===== src/rtl/bbn_div.sv =====
`timescale 1ns / 1ps

// Restoring divider, one quotient bit per cycle. Quotient saturates to QUO_W bits.
module bbn_div #(
	parameter int NUM_W = 47,
	parameter int DEN_W = 32,
	parameter int QUO_W = 32
) (
	input  logic             clk,
	input  logic             arst_n,
	input  logic             start,
	input  logic [NUM_W-1:0] num,
	input  logic [DEN_W-1:0] den,
	output logic             done,
	output logic [QUO_W-1:0] quo
);

	localparam int CNT_W = $clog2(NUM_W + 1);

	logic             busy_q;
	logic             done_q;
	logic [CNT_W-1:0] cnt_q;
	logic [NUM_W-1:0] num_q;
	logic [NUM_W-1:0] quo_q;
	logic [DEN_W-1:0] den_q;
	logic [DEN_W-1:0] rem_q;
	logic [DEN_W:0]   shifted;
	logic [DEN_W:0]   trial;
	logic             ge;

	assign shifted = {rem_q, num_q[NUM_W-1]};
	assign trial   = shifted - {1'b0, den_q};
	assign ge      = !trial[DEN_W];

	always_ff @(posedge clk or negedge arst_n) begin
		if (!arst_n) begin
			busy_q <= 1'b0;
			done_q <= 1'b0;
			cnt_q  <= '0;
			num_q  <= '0;
			quo_q  <= '0;
			den_q  <= '0;
			rem_q  <= '0;
		end else begin
			done_q <= 1'b0;
			if (start && !busy_q) begin
				busy_q <= 1'b1;
				cnt_q  <= CNT_W'(NUM_W);
				num_q  <= num;
				den_q  <= den;
				rem_q  <= '0;
				quo_q  <= '0;
			end else if (busy_q) begin
				rem_q <= ge ? trial[DEN_W-1:0] : shifted[DEN_W-1:0];
				num_q <= num_q << 1;
				quo_q <= {quo_q[NUM_W-2:0], ge};
				cnt_q <= cnt_q - CNT_W'(1);
				if (cnt_q == CNT_W'(1)) begin
					busy_q <= 1'b0;
					done_q <= 1'b1;
				end
			end
		end
	end

	assign done = done_q;
	assign quo  = (|quo_q[NUM_W-1:QUO_W]) ? '1 : quo_q[QUO_W-1:0];

endmodule


===== config.mk =====
export PLATFORM = sky130hd
export DESIGN_NAME = bbn_div
export DESIGN_NICKNAME = d
export VERILOG_FILES = /design/src/rtl/bbn_div.sv
export SDC_FILE = /design/constraint.sdc
export NUM_CORES = 1
export LEC_CHECK = 0
export ABC_AREA = 1
export BUFFER_PORTS_ARGS = -buffer_cell sky130_fd_sc_hd__clkbuf_2
export CAP_MARGIN = 20
export CORE_UTILIZATION = 40
export CTS_CLUSTER_SIZE = 8
export DETAILED_ROUTE_END_ITERATION = 12
export GPL_TIMING_DRIVEN = 0
export PLACE_DENSITY = 0.73
export REMOVE_ABC_BUFFERS = 1
export SETUP_SLACK_MARGIN = 0.05
export SYNTH_ARGS = -nofsm -noshare
export SYNTH_HDL_FRONTEND = slang
export SYNTH_SLANG_ARGS = --single-unit

===== constraint.sdc =====
create_clock -name clk -period 2 [get_ports clk]
set_clock_uncertainty 0.05 [all_clocks]
set_input_delay 0.2 -clock clk [delete_from_list [all_inputs] [get_ports clk]]
set_output_delay 0.2 -clock clk [all_outputs]
set_load 0.01 [all_outputs]

Yosys cells after proc, flatten, opt, wreduce, memory -nomap -nowiden
Cells that the tools add are included.
- register bits: 166
- bits of input ports: 82
- output and inout port bits: 33
- logic and storage cells: 31
- add/sub/neg operators: 2
- equal/unequal tests: 1
- mux-type cells: 16
- reductions and logical operators: 5
- operator list (cell ; number):
    $mux W47 ; 4
    $mux W32 ; 4
    $sub A33 B32 Y33 ; 1
    $reduce_or A15 Y1 ; 1
    $mux W6 ; 2
    $eq A6 B1 Y1 const B ; 1
    $mux W1 ; 6
    $sub A6 B1 Y6 const B ; 1
    $logic_not A1 Y1 ; 2
    $reduce_bool A2 Y1 ; 1
    $logic_and A1 B1 Y1 ; 1

Longest topological paths before layout
- word-level depth: 4
- depth in mapped cells: 19
- mapped depth without buffers: 18

Worst setup path before layout
OpenSTA, ideal clock, no wires.
- path kind: register to register
- from: reg num_q[46]
- to: reg rem_q[27]
- library setup time: 116 ps
- arrival: 2029 ps
- data required time: 1834 ps
- path slack: -195 ps
- stages on the path, launching flop included: 18
- buffers on the path: 1
- clock period less this slack: 2195 ps
- path through: dfrtp_1 -> inv_1 -> ha_1 -> inv_1 -> fa_1 -> nand2_1 -> nand2_1 -> nand3_1 -> nand2_2 -> nand2_2 -> nand2_4 -> nand2_4 -> nand3_2 -> nand2_4 -> buf_6 -> nand3_1 -> nand2_1 -> nand2_1
- cells in the longest elaborated chain, start to end: 4
- RTL lines (what ; RTL line ; RTL):
    from (decl) ; 23 ; logic [NUM_W-1:0] num_q;
    from (signal assigned) ; 49 ; num_q <= num;
    from (signal assigned) ; 55 ; num_q <= num_q << 1;
    $sub A33 B32 Y33 ; 32 ; assign trial = shifted - {1'b0, den_q};
    $mux W32 ; 54 ; rem_q <= ge ? trial[DEN_W-1:0] : shifted[DEN_W-1:0];
    $mux W32 ; 53 ; end else if (busy_q) begin
    $mux W32 ; 46 ; if (start && !busy_q) begin
    to (signal assigned) ; 54 ;
    to (decl) ; 26 ; logic [DEN_W-1:0] rem_q;
Every way passes these cells. The select of a mux whose other input is x is not followed.
A chain may end at the register's enable or synchronous reset.

Worst setup path after layout
- from: reg num_q[46]
- to: reg rem_q[31]
The elaborated chain is that of the path after synthesis.

==> impl_summary.log <==
[metrics] outcome: finished with violations
[metrics] violations in the final reports: negative setup slack
[metrics] cells on worst reg2reg path: 18
[metrics] highest clock frequency the design can meet: 431 MHz
[metrics] number of unique standard cell types used by synthesis: 37
[metrics] final global-route overflow total: 0
[metrics] type of element capturing the critical path: flip-flop
[metrics] hold endpoint: rem_q[7]
[metrics] # diodes: 0
[metrics] aggregate global-route resource usage: 0.233
[metrics] total of endpoints with negative setup slack in the final report: 65
[metrics] clock tree from TritonCTS: built
[metrics] Maximum Capacitance Violations: 0
[metrics] type of the worst setup path: flip-flop to flip-flop
[metrics] via count: 9528
[metrics] die outline height: 157 um
[metrics] clock-pin slew on the worst setup and hold paths: 0.08 ns
[metrics] worst vdd rail ir drop: 0.753 mV
[metrics] wire length per cell after detailed routing: 15.3 um
[metrics] via/cell ratio: 5.01
[metrics] layout filler cell count: 2127
[metrics] flops & latches, synth: 166
[metrics] Detail Route met2 WL: 14200 um
[metrics] synthesized cell area: 9670 sq um
[metrics] Yosys warnings: 0
[metrics] part of the power in registers: 0.217
[metrics] number of pins exceeding their max-slew limit in the final report: 0
[metrics] number of routed nets with antenna violations: 0
[metrics] GPL Wtd Cong: 0.928
[metrics] power dissipated by switching net loads: 13300 uW
[metrics] crit path cell chain: inv_2, ha_4, inv_4, fa_2, nand2_1, nand2_1, nand3_2, nand2_4, nand2_4, nand2_4, nand2_8, nand2_8, nand2_8, nand2_8, nand2_4, nand2_1, nand2_1, nand2_1
[metrics] r2r endpoint: rem_q[31]
[metrics] die area: 24800 sq um
[metrics] final critical-path share of the clock period: 1.16
[metrics] minimum clock period after layout: 2.32 ns
[metrics] Data required, critical path: 2.27 ns
[metrics] uppermost layer routed: met4
[metrics] flop-to-flop setup slack: -0.32 ns
[metrics] Int Power: 13200 uW
[metrics] utilization after layout: 0.572
[metrics] Gate Count Post-Synth: 1358
[metrics] violation count after the first detailed-routing iteration: 606
[metrics] number of rows in the core area: 56
[metrics] maximum fanout along the worst path: 8
[metrics] layout cell share with drive strength beyond 1: 0.215
[metrics] total placed cells including tap cells: 1751
[metrics] DIE WIDTH: 157 um
[metrics] CP top delay family: simple AND/OR/NAND/NOR gates
[metrics] static leakage power: 0.00711 uW
[metrics] buffers and inverters on the worst path: 2
[metrics] DRT Pass-1 Iters: 6
[metrics] count of endpoints failing hold in the final timing report: 0
[metrics] area inside the core boundary: 23600 sq um
[metrics] layout net count: 1686
[metrics] pin count of the biggest net entering global routing: 95
[metrics] number of ports placed on the die boundary: 115
[metrics] vias in the first global route: 9385
[metrics] area occupied by registers: 4160 sq um
[metrics] post-route insts no fill: 1901
[metrics] number of design rule violations left after detail routing: 0
[metrics] clock latency at the later pin of the worst-skew pair: 0.44 ns
[metrics] clock group share of total power: 0.130
[metrics] Final Routed Wirelength: 29000 um
[metrics] Worst Path Arrival: 2.59 ns
[metrics] met1 wire length: 12500 um
[metrics] hold crit path type: input pin to flip-flop
[metrics] detailed route wirelength on metal3: 1530 um
[metrics] Worst-Margin Slew: 0.606 ns
[metrics] start point of the worst hold path: start
[metrics] portion of total power attributed to combinational logic: 0.654
[metrics] CTS buffer count: 17
[metrics] CTS Buffer Depth: 2
[metrics] level count of the clock H-tree: 4
[metrics] reg-to-reg startpoint: num_q[46]
[metrics] Relative slew margins: 0.596
[metrics] slowest stage cell, crit path: dfrtp_1
[metrics] final worst setup slack: -0.321 ns
[metrics] cell count along the critical path: 18
[metrics] cell depth of the worst hold path: 4
[metrics] Crit path top cell by count: nand2_1
[metrics] switching power as a share of total power: 0.501
[metrics] cell area power density: 1960 nW/um^2
[metrics] largest incremental delay on the critical path: 0.38 ns
[metrics] IO Port Bufs: 114
[metrics] start point of the critical path: num_q[46]
[metrics] setup repair after global routing missed its margin: yes
[metrics] clk root buf: clkbuf_16
[metrics] critical path startpoint category: flip-flop
[metrics] initial core utilization: 0.409
[metrics] Seq/Total Area, Yosys: 0.430
[metrics] Num Clock Sinks: 166
[metrics] sum of net half-perimeters after detailed placement: 16700 um
[metrics] area grow syn2layout: 39.7%
[metrics] area used by multi-input combinational logic: 5210 sq um
[metrics] initial antenna violation count: 0
[metrics] synthesized area per cell: 7.12 sq um
[metrics] global-route wire length before repair: 45400 um
==> area by class of cell <==
| class | count | share of cell area |
|---|---|---|
| Clock buffer | 17 | 0.0315 |
| Clock inverter | 15 | 0.0142 |
| Inverter | 262 | 0.0753 |
| Multi-Input combinational cell | 888 | 0.386 |
| Sequential cell | 166 | 0.308 |
| Tap cell | 319 | 0.0296 |
| Timing Repair Buffer | 233 | 0.155 |
| Timing Repair inverter | 1 | 0.000649 |
==> metal layers <==
| metal | vias to the layer above | global-route usage |
|---|---|---|
| met2 | 298 | 0.401 |
| li1 | 4637 | - |
| met5 | - | 0 |
| met3 | 66 | 0.0424 |
| met1 | 4527 | 0.297 |
| met4 | 0 | 0.0721 |
==> sequential cells by signal, indices dropped and copies added (netlist names) <==
name / count
done: 1
cnt_q: 6
rem_q: 32
busy_q: 1
quo_q: 47
den_q: 32
num_q: 47
==> layout by cell type, fill, tap and decap left out, types with 8 or more instances in the layout <==
| master | synthesis | final |
|---|---|---|
| inv_2 | 4 | 10 |
| nand2_1 | 525 | 450 |
| nor2_1 | 46 | 42 |
| o22ai_1 | 46 | 46 |
| inv_1 | 258 | 249 |
| ha_1 | 34 | 21 |
| nand4_1 | 8 | 8 |
| xnor2_1 | 13 | 13 |
| clkbuf_2 | 0 | 82 |
| nand2_8 | 0 | 11 |
| nand3_1 | 72 | 53 |
| buf_12 | 0 | 10 |
| dfrtp_1 | 166 | 165 |
| a22oi_1 | 10 | 10 |
| o211ai_1 | 15 | 15 |
| nand3_2 | 1 | 18 |
| nand2_2 | 6 | 34 |
| nand2_4 | 5 | 47 |
| ha_4 | 0 | 11 |
| dlygate4sd3_1 | 0 | 80 |
| buf_6 | 3 | 37 |
| clkbuf_16 | 0 | 18 |
| o21ai_0 | 38 | 38 |
| buf_4 | 3 | 19 |
| o221ai_1 | 15 | 15 |
| a21oi_1 | 16 | 15 |
==> cells by family (layout without fill, tap and decap cells) <==
| logic type | after synthesis | after routing | synth area share |
|---|---|---|---|
| AND/OR/NAND/NOR | 683 | 690 | 0.289 |
| buffers and inverters | 311 | 528 | 0.125 |
| flip-flops | 166 | 166 | 0.430 |
| AO/OA/AOI/OAI | 148 | 148 | 0.0972 |
| adder cells (fa/ha/maj) | 35 | 35 | 0.0461 |
| XOR/XNOR | 15 | 15 | 0.0136 |
==> tightest hold or removal path: cells and delay by family <==
kind                   cells  cell delay [ns]
and+or+nand+nor            3             0.30
buffers and inverters      1             0.18
==> what timing repair did <==
action | 4_1_cts | 5_1_grt
setup buffers | 19 | 10
endpoints found under the setup margin | 170 | 118
hold buffers | 80 | 0
gates cloned | 8 | 2
resized for setup | 125 | 151
hold endpoints to repair | 151 | 0
pin swaps | 38 | 26
==> power by group through the flow <==
stage / clock network, uW / registers [uW] / logic [uW]
6_report: 3430 / 5730 / 17300
5_1_grt: 3630 / 5910 / 19100
4_1_cts: 3480 / 5700 / 15600
3_5_place_dp: 0 / 5710 / 12800
3_3_place_gp: 0 / 5700 / 12400
2_1_floorplan: 0 / 5540 / 9850
==> cells in the mapped netlist (all sizes together) <==
cell / n / area (sq um)
clkbuf: 35 / 131
a21oi: 18 / 105
o21bai: 1 / 7.51
nor3: 6 / 35.0
dfrtp: 166 / 4150
o22ai: 46 / 288
a21o: 2 / 15.0
nand4: 8 / 50.1
o221ai: 15 / 131
xnor2: 13 / 114
o21ai: 41 / 205
o211ai: 15 / 113
nand2: 536 / 2060
a22oi: 10 / 75.1
or2: 1 / 6.26
inv: 262 / 983
and2: 1 / 6.26
nand3: 73 / 370
nor4: 3 / 18.8
ha: 34 / 425
nand3b: 7 / 52.6
fa: 1 / 20.0
nor2: 48 / 185
buf: 14 / 91.3
xor2: 2 / 17.5
==> worst max path at each step <==
| stage | slack, ns | to |
|---|---|---|
| 3_3_place_gp | -5.17 | num_q[27] |
| 2_1_floorplan | -2.42 | num_q[13] |
| 5_1_grt | -0.42 | rem_q[27] |
| 6_report | -0.32 | rem_q[31] |
| 4_1_cts | -0.35 | rem_q[27] |
| 3_5_place_dp | -0.80 | rem_q[4] |
==> per-stage QoR <==
step                worst slack (ns)  TNS [ns]  area (sq um)  total power, uW  hold slack, ns
floorplan                      -2.42   -358.00          9440            15400          -0.146
global placement               -5.17  -1139.83         10400            18100           0.351
detailed placement            -0.805    -40.39         10600            18500           0.206
CTS                           -0.349    -12.84         12800            24700           0.174
global route                  -0.422    -18.81         13500            28700           0.223
finish                        -0.321    -12.81         13500            26500           0.226
Power figures use the tool's default switching activity.
