<file path="src/rtl/bbn_pkg.sv">
`timescale 1ns / 1ps

package bbn_pkg;

	localparam int COORD_W    = 32;
	localparam int TGT_W      = 31;
	localparam int OP_W       = 2;
	localparam int STAT_W     = 2;
	localparam int CFG_IDX_W  = 3;
	localparam int CFG_DATA_W = 32;
	localparam int SCALE_W    = 32;
	// |2p - (min + max)| never exceeds 2^33
	localparam int MAG_W      = 34;
	// low slice of the magnitude that goes through the multiplier in one pass
	localparam int MUL_W      = 32;

	typedef logic signed [COORD_W-1:0] coord_t;
	typedef logic [SCALE_W-1:0]        scale_t;
	typedef logic [MAG_W-1:0]          mag_t;

	localparam logic [OP_W-1:0] OP_CLEAR     = OP_W'(0);
	localparam logic [OP_W-1:0] OP_MEASURE   = OP_W'(1);
	localparam logic [OP_W-1:0] OP_TRANSFORM = OP_W'(2);

	localparam logic [STAT_W-1:0] STAT_OK    = STAT_W'(0);
	localparam logic [STAT_W-1:0] STAT_DEGEN = STAT_W'(1);
	localparam logic [STAT_W-1:0] STAT_SAT   = STAT_W'(2);

	localparam logic [CFG_IDX_W-1:0] CFG_TARGET = CFG_IDX_W'(0);
	localparam logic [CFG_IDX_W-1:0] CFG_OFF_X  = CFG_IDX_W'(1);
	localparam logic [CFG_IDX_W-1:0] CFG_OFF_Y  = CFG_IDX_W'(2);
	localparam logic [CFG_IDX_W-1:0] CFG_OFF_Z  = CFG_IDX_W'(3);

endpackage

</file>
<file path="src/rtl/bbn_smul.sv">
`timescale 1ns / 1ps

// Rounded magnitude * scale / 2^(FRAC_BITS+1), capped at 2^33.
// One 32x32 multiplier takes the low and the high slice of the magnitude in turn.
module bbn_smul #(
	parameter int FRAC_BITS = 16
) (
	input  logic            clk,
	input  logic            arst_n,
	input  logic            start,
	input  bbn_pkg::mag_t   mag,
	input  bbn_pkg::scale_t scale,
	output logic            done,
	output bbn_pkg::mag_t   prod
);

	import bbn_pkg::*;

	localparam int HI_W  = MAG_W - MUL_W;
	localparam int P_W   = MUL_W + SCALE_W;
	localparam int PH_W  = HI_W + SCALE_W;
	localparam int SUM_W = PH_W + MUL_W + 1;
	localparam int SH    = FRAC_BITS + 1;
	localparam logic [SUM_W-1:0] HALF = SUM_W'(1) << (SH - 1);
	localparam logic [SUM_W-1:0] CAP  = SUM_W'(1) << (MAG_W - 1);

	typedef enum logic [1:0] {
		M_IDLE,
		M_HI,
		M_RND
	} mstate_t;

	mstate_t         state_q;
	logic [P_W-1:0]  plo_q;
	logic [PH_W-1:0] phi_q;
	mag_t            prod_q;
	logic            done_q;

	logic [MUL_W-1:0] mul_a;
	logic [P_W-1:0]   mul_p;
	logic [SUM_W-1:0] sum;
	logic [SUM_W-1:0] shr;

	assign mul_a = (state_q == M_HI) ? MUL_W'(mag[MAG_W-1:MUL_W]) : mag[MUL_W-1:0];
	assign mul_p = P_W'(mul_a) * P_W'(scale);
	assign sum   = {1'b0, phi_q, {MUL_W{1'b0}}} + SUM_W'(plo_q) + HALF;
	assign shr   = sum >> SH;

	always_ff @(posedge clk or negedge arst_n) begin
		if (!arst_n) begin
			state_q <= M_IDLE;
			plo_q   <= '0;
			phi_q   <= '0;
			prod_q  <= '0;
			done_q  <= 1'b0;
		end else begin
			done_q <= 1'b0;
			case (state_q)
				M_IDLE: begin
					if (start) begin
						plo_q   <= mul_p;
						state_q <= M_HI;
					end
				end
				M_HI: begin
					phi_q   <= mul_p[PH_W-1:0];
					state_q <= M_RND;
				end
				M_RND: begin
					prod_q  <= (shr > CAP) ? CAP[MAG_W-1:0] : shr[MAG_W-1:0];
					done_q  <= 1'b1;
					state_q <= M_IDLE;
				end
				default: state_q <= M_IDLE;
			endcase
		end
	end

	assign done = done_q;
	assign prod = prod_q;

endmodule

</file>
<file path="config.mk">
export PLATFORM = sky130hd
export DESIGN_NAME = bbn_smul
export DESIGN_NICKNAME = d
export VERILOG_FILES = /design/src/rtl/bbn_pkg.sv /design/src/rtl/bbn_smul.sv
export SDC_FILE = /design/constraint.sdc
export NUM_CORES = 2
export LEC_CHECK = 0
export ABC_CLOCK_PERIOD_IN_PS = 7400
export BUFFER_PORTS_ARGS = -buffer_cell sky130_fd_sc_hd__buf_2
export CAP_MARGIN = 20
export CORE_MARGIN = 4
export CORE_UTILIZATION = 60
export CTS_CLUSTER_DIAMETER = 50
export CTS_CLUSTER_SIZE = 12
export DETAILED_ROUTE_END_ITERATION = 16
export PLACE_DENSITY_LB_ADDON = 0.05
export SYNTH_ARGS = -nofsm -noshare
export SYNTH_HDL_FRONTEND = slang
export SYNTH_SLANG_ARGS = --single-unit
</file>
<file path="constraint.sdc">
create_clock -name clk -period 7.4 [get_ports clk]
set_clock_uncertainty 0.15 [all_clocks]
set_input_delay 0.37 -clock clk [delete_from_list [all_inputs] [get_ports clk]]
set_output_delay 0.37 -clock clk [all_outputs]
set_load 0.1 [all_outputs]
</file>
== Word-level counts from Yosys, hierarchy flattened ==
Index checks and enable logic that the tools add are counted.
Storage, ports and cells
  bits in registers: 135
  latch bits: 0
  memory bits (writable): 0
  ROM bits: 0
  input port bits: 69
  logic and storage cells: 19
  memories: 0
Operators by class
  add/sub/neg operators: 2
  multiply operators: 1
  divide/modulo/power cells: 0
  magnitude comparators: 1
  equality and inequality tests: 3
  shift operators: 0
  mux-type cells: 5
  bitwise logic cells: 0
  reductions and logical operators: 2
Operators by type and width (number)
  adder 66 x 64 -> 67 bit: 1
  adder 67 x 17 -> 67 bit (second input constant): 1
  multiplier 32 x 32 -> 64 bit: 1
  > comparator 50 x 34 -> 1 bit (second input constant): 1
  two-way mux 34 bit: 1
  two-way mux 32 bit: 1
  case mux 2 bit (2 select lines): 1
  equality test 2 x 1 -> 1 bit (second input constant): 1
  equality test 2 bit (second input constant): 1
  zero test 2 bit: 1
  two-way mux 2 bit: 1
  inequality test 2 bit (second input constant): 1
  AND reduction 2 bit: 1
  two-way mux 1 bit: 1

== Logic depth before layout (Yosys ltp) ==
  depth in word-level cells: 4
  depth in mapped cells: 33
  mapped depth without buffers: 30

== Worst setup path before layout ==
Ideal clock, no wire load.
  path type: register -> register
  start: reg state_q[1]
  end: reg plo_q[45]
  data arrival time: 7.903 ns
  required time: 7.117 ns
  path slack: -0.787 ns
  cell stages (with the launch flop): 29
  path buffers: 4
  period minus slack after synthesis: 8.187 ns
  cell sequence: dfrtp_1 > nand2b_1 > clkbuf_1 > clkbuf_1 > clkbuf_1 > clkbuf_1 > and3_1 > fa_1 > fa_1 > inv_1 > fa_1 > fa_1 > inv_1 > fa_1 > fa_1 > fa_1 > fa_1 > ha_1 > a21o_1 > a31o_2 > a21oi_1 > nand3_1 > nor2_1 > o21ai_0 > a311oi_1 > o211ai_1 > a221oi_1 > xor2_1 > o21ai_0
On the way
  cells in the longest elaborated chain, start to end: 3
  elaborated cells between the ends (all ways): 5
  those cells by class: mul (1); eq/ne (1); mux (1); reduce/logical (2)
Ends and longest elaborated chain
  start: declaration: line bbn_smul.sv:33  | mstate_t state_q;
  start signal: assignment: line bbn_smul.sv:51  | state_q <= M_IDLE;
  start signal: assignment: line bbn_smul.sv:62  | state_q <= M_HI;
  start signal: assignment: line bbn_smul.sv:67  | state_q <= M_RND;
  equality test 2 x 1 -> 1 bit: line bbn_smul.sv:44  | assign mul_a = (state_q == M_HI) ? MUL_W'(mag[MAG_W-1:MUL_W]) : mag[MUL_W-1:0];
  two-way mux 32 bit: line bbn_smul.sv:44
  multiplier 32 x 32 -> 64 bit: line bbn_smul.sv:45  | assign mul_p = P_W'(mul_a) * P_W'(scale);
  end signal: assignment: line bbn_smul.sv:61  | plo_q <= mul_p;
  end: declaration: line bbn_smul.sv:34  | logic [P_W-1:0] plo_q;
Several ways; a longest one is shown, not always the timed one.
A chain may end at the register's enable or synchronous reset.

== Worst setup path after layout ==
  start: reg state_q[1]
  end: reg plo_q[62]
The elaborated chain is that of the path after synthesis.

==> impl_metrics.env <==
export IMPL_grt_antenna_before_repair=11
export IMPL_crit_type="flop to flop"
export IMPL_grt_pass1_wl_um=192700
export IMPL_setup_slack_ns=-0.5868
export IMPL_drv_cap=0
export IMPL_end_kind="flop"
export IMPL_worst_slew_pin_slew_ns=0.8657
export IMPL_synth_xor_area_share_pct=2.179
export IMPL_clock_sinks=119
export IMPL_synth_area_per_cell_um2=8.908
export IMPL_rsz0062_at_grt="true"
export IMPL_max_stage_delay_ns=0.55
export IMPL_cts_tree="done"
export IMPL_reg2reg_from="state_q[1]"
export IMPL_io_buffers=103
export IMPL_synth_edf_count=0
export IMPL_muxShareOfSynthArea_pct=0.1048
export IMPL_fmax_mhz=125.2
export IMPL_ys_ff_latch=119
export IMPL_wl_per_cell_um=21.53
export IMPL_hp_start="mag[32]"
export IMPL_die_area_um2=71880
export IMPL_fin_util_pct=70.39
export IMPL_clkTransAtPathRegs_ns=0.06
export IMPL_track_usage_pct=35.02
export IMPL_fin_nets=6126
export IMPL_min_period_ns=7.987
export IMPL_crit_path_max_fanout=12
export IMPL_hp_class="input pin to flop"
export IMPL_drive_above_1_share_pct=18.76
export IMPL_cts_root_buf="clkbuf_16"
export IMPL_cts_max_level=4
export IMPL_first_pass_iters=9
export IMPL_syn_cell_area_um2=40590
export IMPL_globalplace_congestion=0.9768
export IMPL_worstSetupStartpointType="flop"
export IMPL_crit_start="state_q[1]"
export IMPL_drt_iter0_drc=2592
export IMPL_grt_max_degree=97
export IMPL_synth_compound_area_share_pct=7.441
export IMPL_via_per_inst=5.796
export IMPL_synth_top_cell_area_share_pct=44.19
export IMPL_ys_types=76
export IMPL_yosysSeqAreaShare_pct=7.336
export IMPL_setup_tns_ns=-16.32
export IMPL_coreArea_um2=67160
export IMPL_die_x_um=268.1
export IMPL_syn_inst=4557
export IMPL_synth_flop_cell="dfrtp_1"
export IMPL_final_cell_mix="fa_1, inv_1, nand2_1, and3_1, buf_4"
export IMPL_drc=0
export IMPL_dp_cells=5683
export IMPL_overflow=0
export IMPL_mostFrequentLayoutCell="fa_1"
export IMPL_synth_largest_area_cell="fa_1"
export IMPL_initial_core_util_pct=60.45
export IMPL_clockBufferDepth=2
export IMPL_num_fill_cells=5319
export IMPL_area_growth_pct=16.46
export IMPL_syn_nets=5818
export IMPL_num_vias=33358
export IMPL_failed_checks="setup timing"
export IMPL_ys_warn_count=0
export IMPL_synthSimpleGateAreaFrac_pct=18.54
export IMPL_cpMostUsedCell="fa_1"
export IMPL_hold_violations=0
export IMPL_die_y_um=268.1
export IMPL_status="complete, but fails checks"
export IMPL_num_io_pins=104
export IMPL_drv_slew=0
export IMPL_arrival_ns=8.12
export IMPL_dp_hpwl_um=104900
export IMPL_wl_um=123900
export IMPL_post_route_period_util_pct=107.9
export IMPL_slew_headroom_pct=42.28
export IMPL_rows=95
export IMPL_crit_family="adder cells"
export IMPL_final_setup_viol_count=51
export IMPL_cp_data_required_time_ns=7.53
export IMPL_grt_pass1_vias=34276
export IMPL_synthAdderAreaFrac_pct=53.31
export IMPL_fin_cells=5755
export IMPL_crit_buf_inv=6
export IMPL_ys_top_cells_by_area="fa_1, ha_1, and3_1, inv_1, dfrtp_1"
export IMPL_synth_top_family_by_area="adder cells"
export IMPL_ant_nets=0
export IMPL_cts_made_buffers=17
export IMPL_dp_slack_ns=-0.7034
export IMPL_crit_slowest_cell="fa_1"
export IMPL_worstSkewPairLatency_ns=0.43
export IMPL_async_flop_share_pct=100.0
timing repair:
action | CTS | global route
setup buffers | 23 | 10
gates resized for setup | 168 | 128
hold buffers | 1 | 0
cloned | 8 | 3
hold endpoints to repair | 55 | 0
endpoints found under the setup margin | 61 | 64
pin swaps | 93 | 61
per-stage QoR:
step / hold WS [ns] / cell area (um^2)
2_1_floorplan: -0.07559 / 40990
3_3_place_gp: 0.3082 / 44990
3_5_place_dp: 0.3112 / 44990
4_1_cts: 0.1131 / 46700
5_1_grt: 0.1050 / 47270
6_report: 0.1274 / 47280
cells in the mapped netlist, types with 4 or more instances:
cell	instances
xnor2_1	60
o21bai_1	23
a311oi_1	6
ha_1	296
nand2_1	637
a211oi_1	6
nand2b_1	10
a21boi_0	5
nor2b_1	10
a21oi_1	109
nor3_1	14
o21ai_1	13
nor4_1	5
o21a_1	12
o2111a_1	4
o21ai_2	18
nor2_1	54
and4_1	4
a31oi_1	16
o211ai_1	11
and3_1	565
nand4_1	30
xor2_1	41
dfrtp_1	119
inv_1	868
nand3_1	34
a31o_2	5
o31ai_1	10
or3_1	4
clkbuf_1	311
o21ai_0	130
a211o_1	4
fa_1	896
a21o_1	67
and2_1	85
buf_2	6
cell families (layout without fill, tap and decap cells):
| logic type | Yosys count | in the layout |
|---|---|---|
| multiplexers | 4 | 4 |
| buffers and inverters | 1191 | 1512 |
| AND/OR/NAND/NOR | 1477 | 1477 |
| AO/OA/AOI/OAI | 473 | 473 |
| adder cells (fa/ha/maj) | 1192 | 1192 |
| flip-flops | 119 | 119 |
| XOR/XNOR | 101 | 101 |
| other | 0 | 4 |
final timing paths:
check | slack (ns) | cells past startpoint | end
max | -0.59 | 28 | plo_q[62]
max reg2reg | -0.59 | 28 | plo_q[62]
max in group asynchronous | 5.39 | 3 | phi_q[3]
min | 0.13 | 3 | phi_q[0]
min reg2reg | 0.32 | 2 | prod[7]
min in group asynchronous | 0.45 | 2 | prod[26]
sequential cells by signal (all words and copies together) (netlist names):
name / flops
state_q: 2
plo_q: 48
done: 1
prod: 34
phi_q: 34
layer usage:
metal | vias up | track usage, % | wire length [um]
met5 | - | 0.5933 | 110
met4 | 10 | 9.274 | 3731
met2 | 1492 | 55.24 | 56880
li1 | 14836 | - | -
met1 | 16770 | 48.08 | 49900
met3 | 250 | 10.20 | 13300
tightest hold or removal path, stage by stage:
cell and delay, ns:
buf_2 0.13, nand3_1 0.10, nand2_1 0.06
cell type report:
class,instances,area [um^2],area share (%)
Clock buffer,18,439.2,0.9290
Sequential cell,119,2978,6.299
Antenna cell,4,10.01,0.02117
Clock inverter,14,172.7,0.3652
Timing Repair Buffer,610,4971,10.52
Inverter,870,3266,6.908
Multi-Input combinational cell,3247,34350,72.65
Tap cell,873,1092,2.311
Power is not shown: default switching activity piles up to over one toggle a cycle in this logic, so the estimate is an artifact.
